<file path="src/hw/rtl/sspg_pkg.sv">
package sspg_pkg;

    localparam int IMG_COLS     = 640;
    localparam int IMG_ROWS     = 480;
    localparam int MAX_RADII    = 64;
    localparam int MAX_RAYS     = 1024;
    localparam int SINE_ENTRIES = 1024;

    localparam int COORD_W    = 10;
    localparam int RAY_W      = 10;
    localparam int RAYCNT_W   = $clog2(MAX_RAYS) + 1;
    localparam int RAD_W      = $clog2(MAX_RADII);
    localparam int SEG_W      = 11;
    localparam int MARGIN_W   = 9;
    localparam int RADSUM_W   = COORD_W + 1;
    localparam int PHASE_W    = 26;
    localparam int DIV_CNT_W  = $clog2(PHASE_W + 1);
    localparam int IDX_W      = $clog2(SINE_ENTRIES);
    localparam int IDX_SHIFT  = PHASE_W - IDX_W;
    localparam int QUAD       = SINE_ENTRIES / 4;
    localparam int ROM_AW     = IDX_W - 1;
    localparam int SIN_W      = 31;
    localparam int PROD_W     = SIN_W + COORD_W;
    localparam int POS_W      = COORD_W + 2;
    localparam int SQ_W       = 2 * COORD_W;
    localparam int DIST_W     = SQ_W + 1;
    localparam int LIM_W      = 2 * (MARGIN_W + 1);
    localparam int BANKS      = 3;
    localparam int BANK_W     = 2;
    localparam int CFG_IDX_W  = 3;
    localparam int CFG_DATA_W = 11;
    localparam int IN_W       = 24;
    localparam int OUT_W      = 64;

    localparam logic OP_START  = 1'b0;
    localparam logic OP_SAMPLE = 1'b1;

    typedef enum logic [CFG_IDX_W-1:0] {
        REG_CENTER_X = 3'd0,
        REG_CENTER_Y = 3'd1,
        REG_SEGMENTS = 3'd2,
        REG_STEP     = 3'd3,
        REG_INNER    = 3'd4,
        REG_OUTER    = 3'd5,
        REG_MARGIN   = 3'd6
    } cfg_reg_t;

    typedef enum logic [3:0] {
        ST_IDLE,
        ST_DIV,
        ST_CAND0,
        ST_CAND1,
        ST_CAND2,
        ST_CAND3,
        ST_CHECK,
        ST_CLOSE,
        ST_READ,
        ST_SQUARE,
        ST_DECIDE,
        ST_EMIT
    } state_t;

    typedef struct packed {
        logic start;
        logic sample;
        logic idle_res;
        logic cand0;
        logic cand1;
        logic cand2;
        logic cand3;
        logic check;
        logic close;
        logic square;
        logic decide;
        logic emit;
    } ctrl_cmd_t;

    typedef struct packed {
        logic all_done;
        logic div_done;
        logic in_image;
        logic ray_over;
        logic last_ray;
        logic out_busy;
    } dp_status_t;

    typedef logic [SIN_W-1:0] sin_tab_t [0:QUAD];

    // quarter wave sine in q30, odd polynomial on the quadrant
    function automatic sin_tab_t build_sin_tab();
        sin_tab_t tab;
        longint   q1;
        longint   hp;
        longint   f;
        longint   x;
        longint   x2;
        longint   p;
        q1 = 64'sd1073741824;
        hp = 64'sd1686629713;
        for (int k = 0; k <= QUAD; k++) begin
            f  = longint'(k) * (q1 / QUAD);
            x  = (f * hp) >>> 30;
            x2 = (x * x) >>> 30;
            p  = q1 - x2 / 110;
            p  = q1 - ((x2 * p) >>> 30) / 72;
            p  = q1 - ((x2 * p) >>> 30) / 42;
            p  = q1 - ((x2 * p) >>> 30) / 20;
            p  = q1 - ((x2 * p) >>> 30) / 6;
            p  = (x * p) >>> 30;
            if (p > q1) begin
                p = q1;
            end
            if (p < 0) begin
                p = 0;
            end
            tab[k] = SIN_W'(p);
        end
        return tab;
    endfunction

    localparam sin_tab_t SIN_TAB = build_sin_tab();

endpackage

</file>
<file path="src/hw/rtl/sspg_ctrl.sv">
module sspg_ctrl (
    input  logic                   aclk,
    input  logic                   aresetn,
    input  logic                   s_tvalid,
    input  logic                   op,
    output logic                   s_tready,
    output sspg_pkg::ctrl_cmd_t    cmd,
    input  sspg_pkg::dp_status_t   status
);
    import sspg_pkg::*;

    state_t state_reg, state_next;
    logic   accept;

    always_ff @(posedge aclk) begin
        if (!aresetn) begin
            state_reg <= ST_IDLE;
        end else begin
            state_reg <= state_next;
        end
    end

    always_comb begin
        cmd        = '0;
        state_next = state_reg;
        s_tready   = (state_reg == ST_IDLE);
        accept     = s_tvalid && s_tready;
        unique case (state_reg)
            ST_IDLE: begin
                if (accept) begin
                    if (op == OP_START) begin
                        cmd.start  = 1'b1;
                        state_next = ST_DIV;
                    end else if (status.all_done) begin
                        cmd.idle_res = 1'b1;
                        state_next   = ST_EMIT;
                    end else begin
                        cmd.sample = 1'b1;
                        state_next = ST_READ;
                    end
                end
            end
            ST_DIV: begin
                if (status.div_done) begin
                    state_next = ST_CAND0;
                end
            end
            ST_CAND0: begin
                cmd.cand0  = 1'b1;
                state_next = ST_CAND1;
            end
            ST_CAND1: begin
                cmd.cand1  = 1'b1;
                state_next = ST_CAND2;
            end
            ST_CAND2: begin
                cmd.cand2  = 1'b1;
                state_next = ST_CAND3;
            end
            ST_CAND3: begin
                cmd.cand3  = 1'b1;
                state_next = ST_CHECK;
            end
            ST_CHECK: begin
                cmd.check  = 1'b1;
                state_next = status.in_image ? ST_EMIT : ST_CLOSE;
            end
            ST_CLOSE: begin
                cmd.close  = 1'b1;
                state_next = status.last_ray ? ST_EMIT : ST_CAND0;
            end
            ST_READ: begin
                state_next = ST_SQUARE;
            end
            ST_SQUARE: begin
                cmd.square = 1'b1;
                state_next = ST_DECIDE;
            end
            ST_DECIDE: begin
                cmd.decide = 1'b1;
                state_next = status.ray_over ? ST_CLOSE : ST_CAND0;
            end
            ST_EMIT: begin
                if (!status.out_busy) begin
                    cmd.emit   = 1'b1;
                    state_next = ST_IDLE;
                end
            end
            default: begin
                state_next = ST_IDLE;
            end
        endcase
    end

endmodule

</file>
<file path="config.mk">
export PLATFORM = sky130hd
export DESIGN_NAME = sspg_ctrl
export DESIGN_NICKNAME = d
export VERILOG_FILES = /design/src/hw/rtl/sspg_pkg.sv /design/src/hw/rtl/sspg_ctrl.sv
export SDC_FILE = /design/constraint.sdc
export NUM_CORES = 1
export LEC_CHECK = 0
export BUFFER_PORTS_ARGS = -buffer_cell sky130_fd_sc_hd__clkbuf_2
export CAP_MARGIN = 30
export CORE_AREA = 2 2 39 41
export DETAILED_ROUTE_END_ITERATION = 7
export DIE_AREA = 0 0 41 43
export HOLD_SLACK_MARGIN = 0.08
export MAX_ROUTING_LAYER = met4
export PLACE_DENSITY = 0.63
export SYNTH_ARGS = -nofsm -noshare
export SYNTH_HDL_FRONTEND = slang
export SYNTH_SLANG_ARGS = --single-unit
</file>
<file path="constraint.sdc">
create_clock -name aclk -period 2 [get_ports aclk]
set_input_delay 0.3 -clock aclk [delete_from_list [all_inputs] [get_ports aclk]]
set_output_delay 0.3 -clock aclk [all_outputs]
set_load 0.02 [all_outputs]
</file>
# [After elaboration in Yosys (flattened, before gate mapping)]
# Cells that the tools add are included.
[op_classes] n_eq_ne=14 mux=25 reduce_logical=3
[op_table] cell="case mux 4 bit (12 select lines)" count=1
[op_table] cell="2-to-1 mux 4 bit" count=6
[op_table] cell="equality test 4 x 3 -> 1 bit (second input constant)" count=4
[op_table] cell="equality test 4 bit (second input constant)" count=4
[op_table] cell="2-to-1 mux 1 bit" count=13
[op_table] cell="2-to-1 mux 3 bit" count=3
[op_table] cell="equality test 4 x 2 -> 1 bit (second input constant)" count=2
[op_table] cell="equality test 4 x 1 -> 1 bit (second input constant)" count=1
[op_table] cell="zero test 4 bit" count=1
[op_table] cell="2-to-1 mux 2 bit" count=2
[op_table] cell="inequality test 2 bit (second input constant)" count=2
[op_table] cell="AND reduction 3 bit" count=1
[op_table] cell="inequality test 2 x 1 -> 1 bit (second input constant)" count=1
[op_table] cell="logical AND 1 bit" count=1
[word_totals] reg_bits=4 in_bits=10 out_inout_bits=13 word_cells=43

# [Logic depth before layout (Yosys ltp)]
[depth] word_depth=4 ltp_mapped=5 mapped_depth_nobuf=4

# [Least setup slack after synthesis]
# Ideal clock, no wire load.
[synth_path] path_kind="register to output" start="reg state_reg[2]" end="out cmd[10] (netlist name)" arrival_ns=1.270 required_ns=1.700 setup_slack_ns=0.430 path_stages_with_launch=4 path_buffers=0 cell_sequence="dfxtp_1 > nor4_4 > nand3_1 > nor2_1"
[synth_rtl] item="start: declaration" line_no="sspg_ctrl.sv:12" text="state_t state_reg, state_next;"
[synth_rtl] item="start signal: assignment" line_no="sspg_ctrl.sv:19" text="state_reg <= state_next;"
[synth_rtl] item="end: declaration" line_no="sspg_ctrl.sv:7" text="output sspg_pkg::ctrl_cmd_t cmd,"

==> impl_metrics.csv <==
group,metric,value,unit
route,route.detailed.drc,0,
power,p_clk_frac,0.122,
place,dp_cells,96,
cts,root_buffer,"clkbuf_4",
power,leakage,0.269,nW
route,drtIter0Drc,5,
floorplan,die_w,41,um
power,p_int,395,uW
cts,post_cts_buffers,0,
global_routing,grt_pass1_vias,431,
floorplan,initial_core_util,0.311,
place,placed_cell_area,546,um^2
power,peakVddDrop,620,uV
floorplan,die_area,1760,um^2
sta,fin_ws,0.143,ns
route,wl_per_cell,10.8,um
sta,worst_slew_margin_rel,0.643,
critical_path,critPathLaunchType,"flop",
cells_and_area,final_cell_area,568,um^2
global_routing,antenna_found_initial,0,
route,first_pass_iters,4,
critical_path,worstPathRequired,1.70,ns
synthesis,synth_warnings,0,
route,ant_nets,0,
synthesis,synthMuxAreaShare,0.0233,
cts,cts_tree,"done",
power,swShare,0.505,
cts,post_cts_resize_count,0,
sta,finClkSkew,0.000455,ns
sta,rsz0062_at_grt,"no",
sta,tns,0,ns
critical_path,arrival,1.56,ns
critical_path,worst-path-max-fanout,13,
global_routing,grt_pass1_wl,1.73,mm
critical_path,cpMaxStageDelayCell,"dfxtp_1",
sta,setup_viol,0,
cells_and_area,diodes,0,
critical_path,path_delay_family,"flip-flops",
synthesis,synth_nets,71,
global_routing,top_usage_layer,"met1",
global_routing,grt_use_met3,0.0628,
synthesis,avgSynthCellArea,7.06,um^2
hold_path,hp-class,"in2reg",
floorplan,core-area,1380,um^2
cts,h-tree-depth,1,
sta,fin_crit_sh,0.929,
synthesis,synth_fa_ha_area_frac,0,
synthesis,synth-simple-area-share,0.416,
cells_and_area,stdcell_count,99,
cells_and_area,largest_reg_flops,4,
route,drt_wl_total,1.07,mm
synthesis,syn_inst,61,
cells_and_area,nFillCells,150,
cts,clk_latency,0.23,ns
route,viasPerCell,5.11,
place,io_buffers,22,
sta,slew_viol_final,0,
critical_path,crit_path_cell_trace,"or2b_1 > nor2_1 > clkbuf_2",
power,power_density,1400,nW/um^2
floorplan,num_rows,14,
cts,holdBufCountCts,0,
critical_path,cpPeakStageDelay,0.60,ns
sta,fin_crit,1.86,ns
critical_path,cp-end-kind,"output port",
route,num_vias,506,
floorplan,ios,23,
cells_and_area,most-common-layout-cells,"22 x clkbuf_2, 8 x nor2_1, 7 x nand2_1, 6 x nor3_1",
cts,cts_sinks,4,
synthesis,ys_ff_latch,4,
power,power_switching,403,uW
cts,cts-buffers-inserted,3,
synthesis,synth-seq-area-share,0.186,
floorplan,fp.dieH,43,um
global_routing,grt_use_total,0.148,
synthesis,synth_top_family_by_area,"simple AND/OR/NAND/NOR gates",
cells_and_area,drive_gt1_frac,0.373,
cells_and_area,area_growth,32.0,%
global_routing,grt_start_max_net_pins,15,
place,dp_hpwl,872,um
sta,final-hold-violation-count,0,
sta,timing_worst_slew_pin_value,0.534,ns
global_routing,use_met2,0.194,
synthesis,yosysUniqueCellTypes,29,
place,post-place-ws,0.394,ns
cells_and_area,fin_nets,95,
synthesis,synth_area,430,um^2
sta,clock.fmax,538,MHz
power,pwr-share-seq,0.287,
critical_path,crit_buf_inv,1,
critical_path,rrSetupSlack,0.49,ns
run,maxCapViolCount,0,
global_routing,gr-total-overflow,0,
global_routing,use_met1,0.206,
place,gp_congestion,0.809,
power,comb_power_share,0.591,
critical_path,critical_path_class,"reg2out",
outcome,status,"complete, no violations",
cts,clk_pin_slew,0.03,ns
synthesis,synth_compound_area_frac,0.288,
cts,clk_path_buf_depth,2,
cells_and_area,final_common_cell,"clkbuf_2",
synthesis,synth-xor-area-share,0,
[final timing paths]
path                                     to  depth (start not counted)                      start
setup / recovery                     cmd[7]                          3  state_reg[1]$_SDFFE_PN0P_
hold / removal    state_reg[1]$_SDFFE_PN0P_                          2                    aresetn
setup reg to reg  state_reg[3]$_SDFFE_PN0P_                          4  state_reg[3]$_SDFFE_PN0P_
hold reg to reg   state_reg[3]$_SDFFE_PN0P_                          3  state_reg[2]$_SDFFE_PN0P_
[cells in the mapped netlist]
| master | n | share of area |
|---|---|---|
| o21a_1 | 1 | 0.017 |
| dfxtp_1 | 4 | 0.19 |
| a311oi_2 | 1 | 0.035 |
| o2111a_1 | 1 | 0.026 |
| and3_1 | 1 | 0.015 |
| buf_2 | 3 | 0.035 |
| nor2b_1 | 2 | 0.029 |
| o211ai_1 | 1 | 0.017 |
| nor4b_2 | 1 | 0.035 |
| o21ai_1 | 1 | 0.012 |
| inv_1 | 4 | 0.035 |
| a22oi_2 | 1 | 0.029 |
| mux2i_1 | 1 | 0.023 |
| a21oi_2 | 1 | 0.020 |
| or2b_1 | 1 | 0.017 |
| nand2b_1 | 1 | 0.015 |
| a21o_1 | 1 | 0.017 |
| or3_1 | 1 | 0.015 |
| buf_4 | 1 | 0.017 |
| o21ai_0 | 3 | 0.035 |
| nor3_1 | 6 | 0.070 |
| a2bb2oi_1 | 2 | 0.041 |
| nand3_1 | 2 | 0.023 |
| a21oi_1 | 2 | 0.023 |
| nor4_4 | 1 | 0.049 |
| nand2_1 | 7 | 0.061 |
| nor3b_1 | 1 | 0.017 |
| a31oi_1 | 1 | 0.015 |
| nor2_1 | 8 | 0.070 |
[final cells by class]
| cell class | count | area (um^2) | area share |
|---|---|---|---|
| clock buffers | 3 | 22.5 | 0.0396 |
| inverters | 4 | 15.0 | 0.0264 |
| multi-input cells | 49 | 313 | 0.551 |
| flip-flops and latches | 4 | 80.1 | 0.141 |
| well taps | 16 | 20.0 | 0.0352 |
| repair buffers | 23 | 118 | 0.207 |
[power groups by stage]
stage / clock network [mW] / logic, mW / registers (mW)
after detailed placement: 0 / 0.474 / 0.226
after floorplan: 0 / 0.445 / 0.150
after global placement: 0 / 0.470 / 0.228
after CTS: 0.103 / 0.476 / 0.224
after global routing: 0.110 / 0.526 / 0.240
final: 0.0972 / 0.471 / 0.228
[cells by family (layout without fill, tap and decap cells)]
logic type / count (synthesis) / in the layout
buffers and inverters: 8 / 30
multiplexers: 1 / 1
AND/OR/NAND/NOR: 32 / 32
flip-flops: 4 / 4
AO/OA/AOI/OAI: 16 / 16
[routing by layer]
metal  wire length [um]  up-vias
met5                  0        -
met4                  0        0
met3                 53        0
met2                473       18
met1                547      222
li1                   -      266
[metrics by stage]
stage	power, mW	util	hold WS (ns)
floorplan	0.594	-	0.415
global placement	0.698	0.394	0.570
detailed placement	0.700	0.394	0.572
CTS	0.803	0.410	0.322
global route	0.876	0.410	0.344
finish	0.797	0.410	0.329
Note: power is estimated with default switching activity, not from simulation.
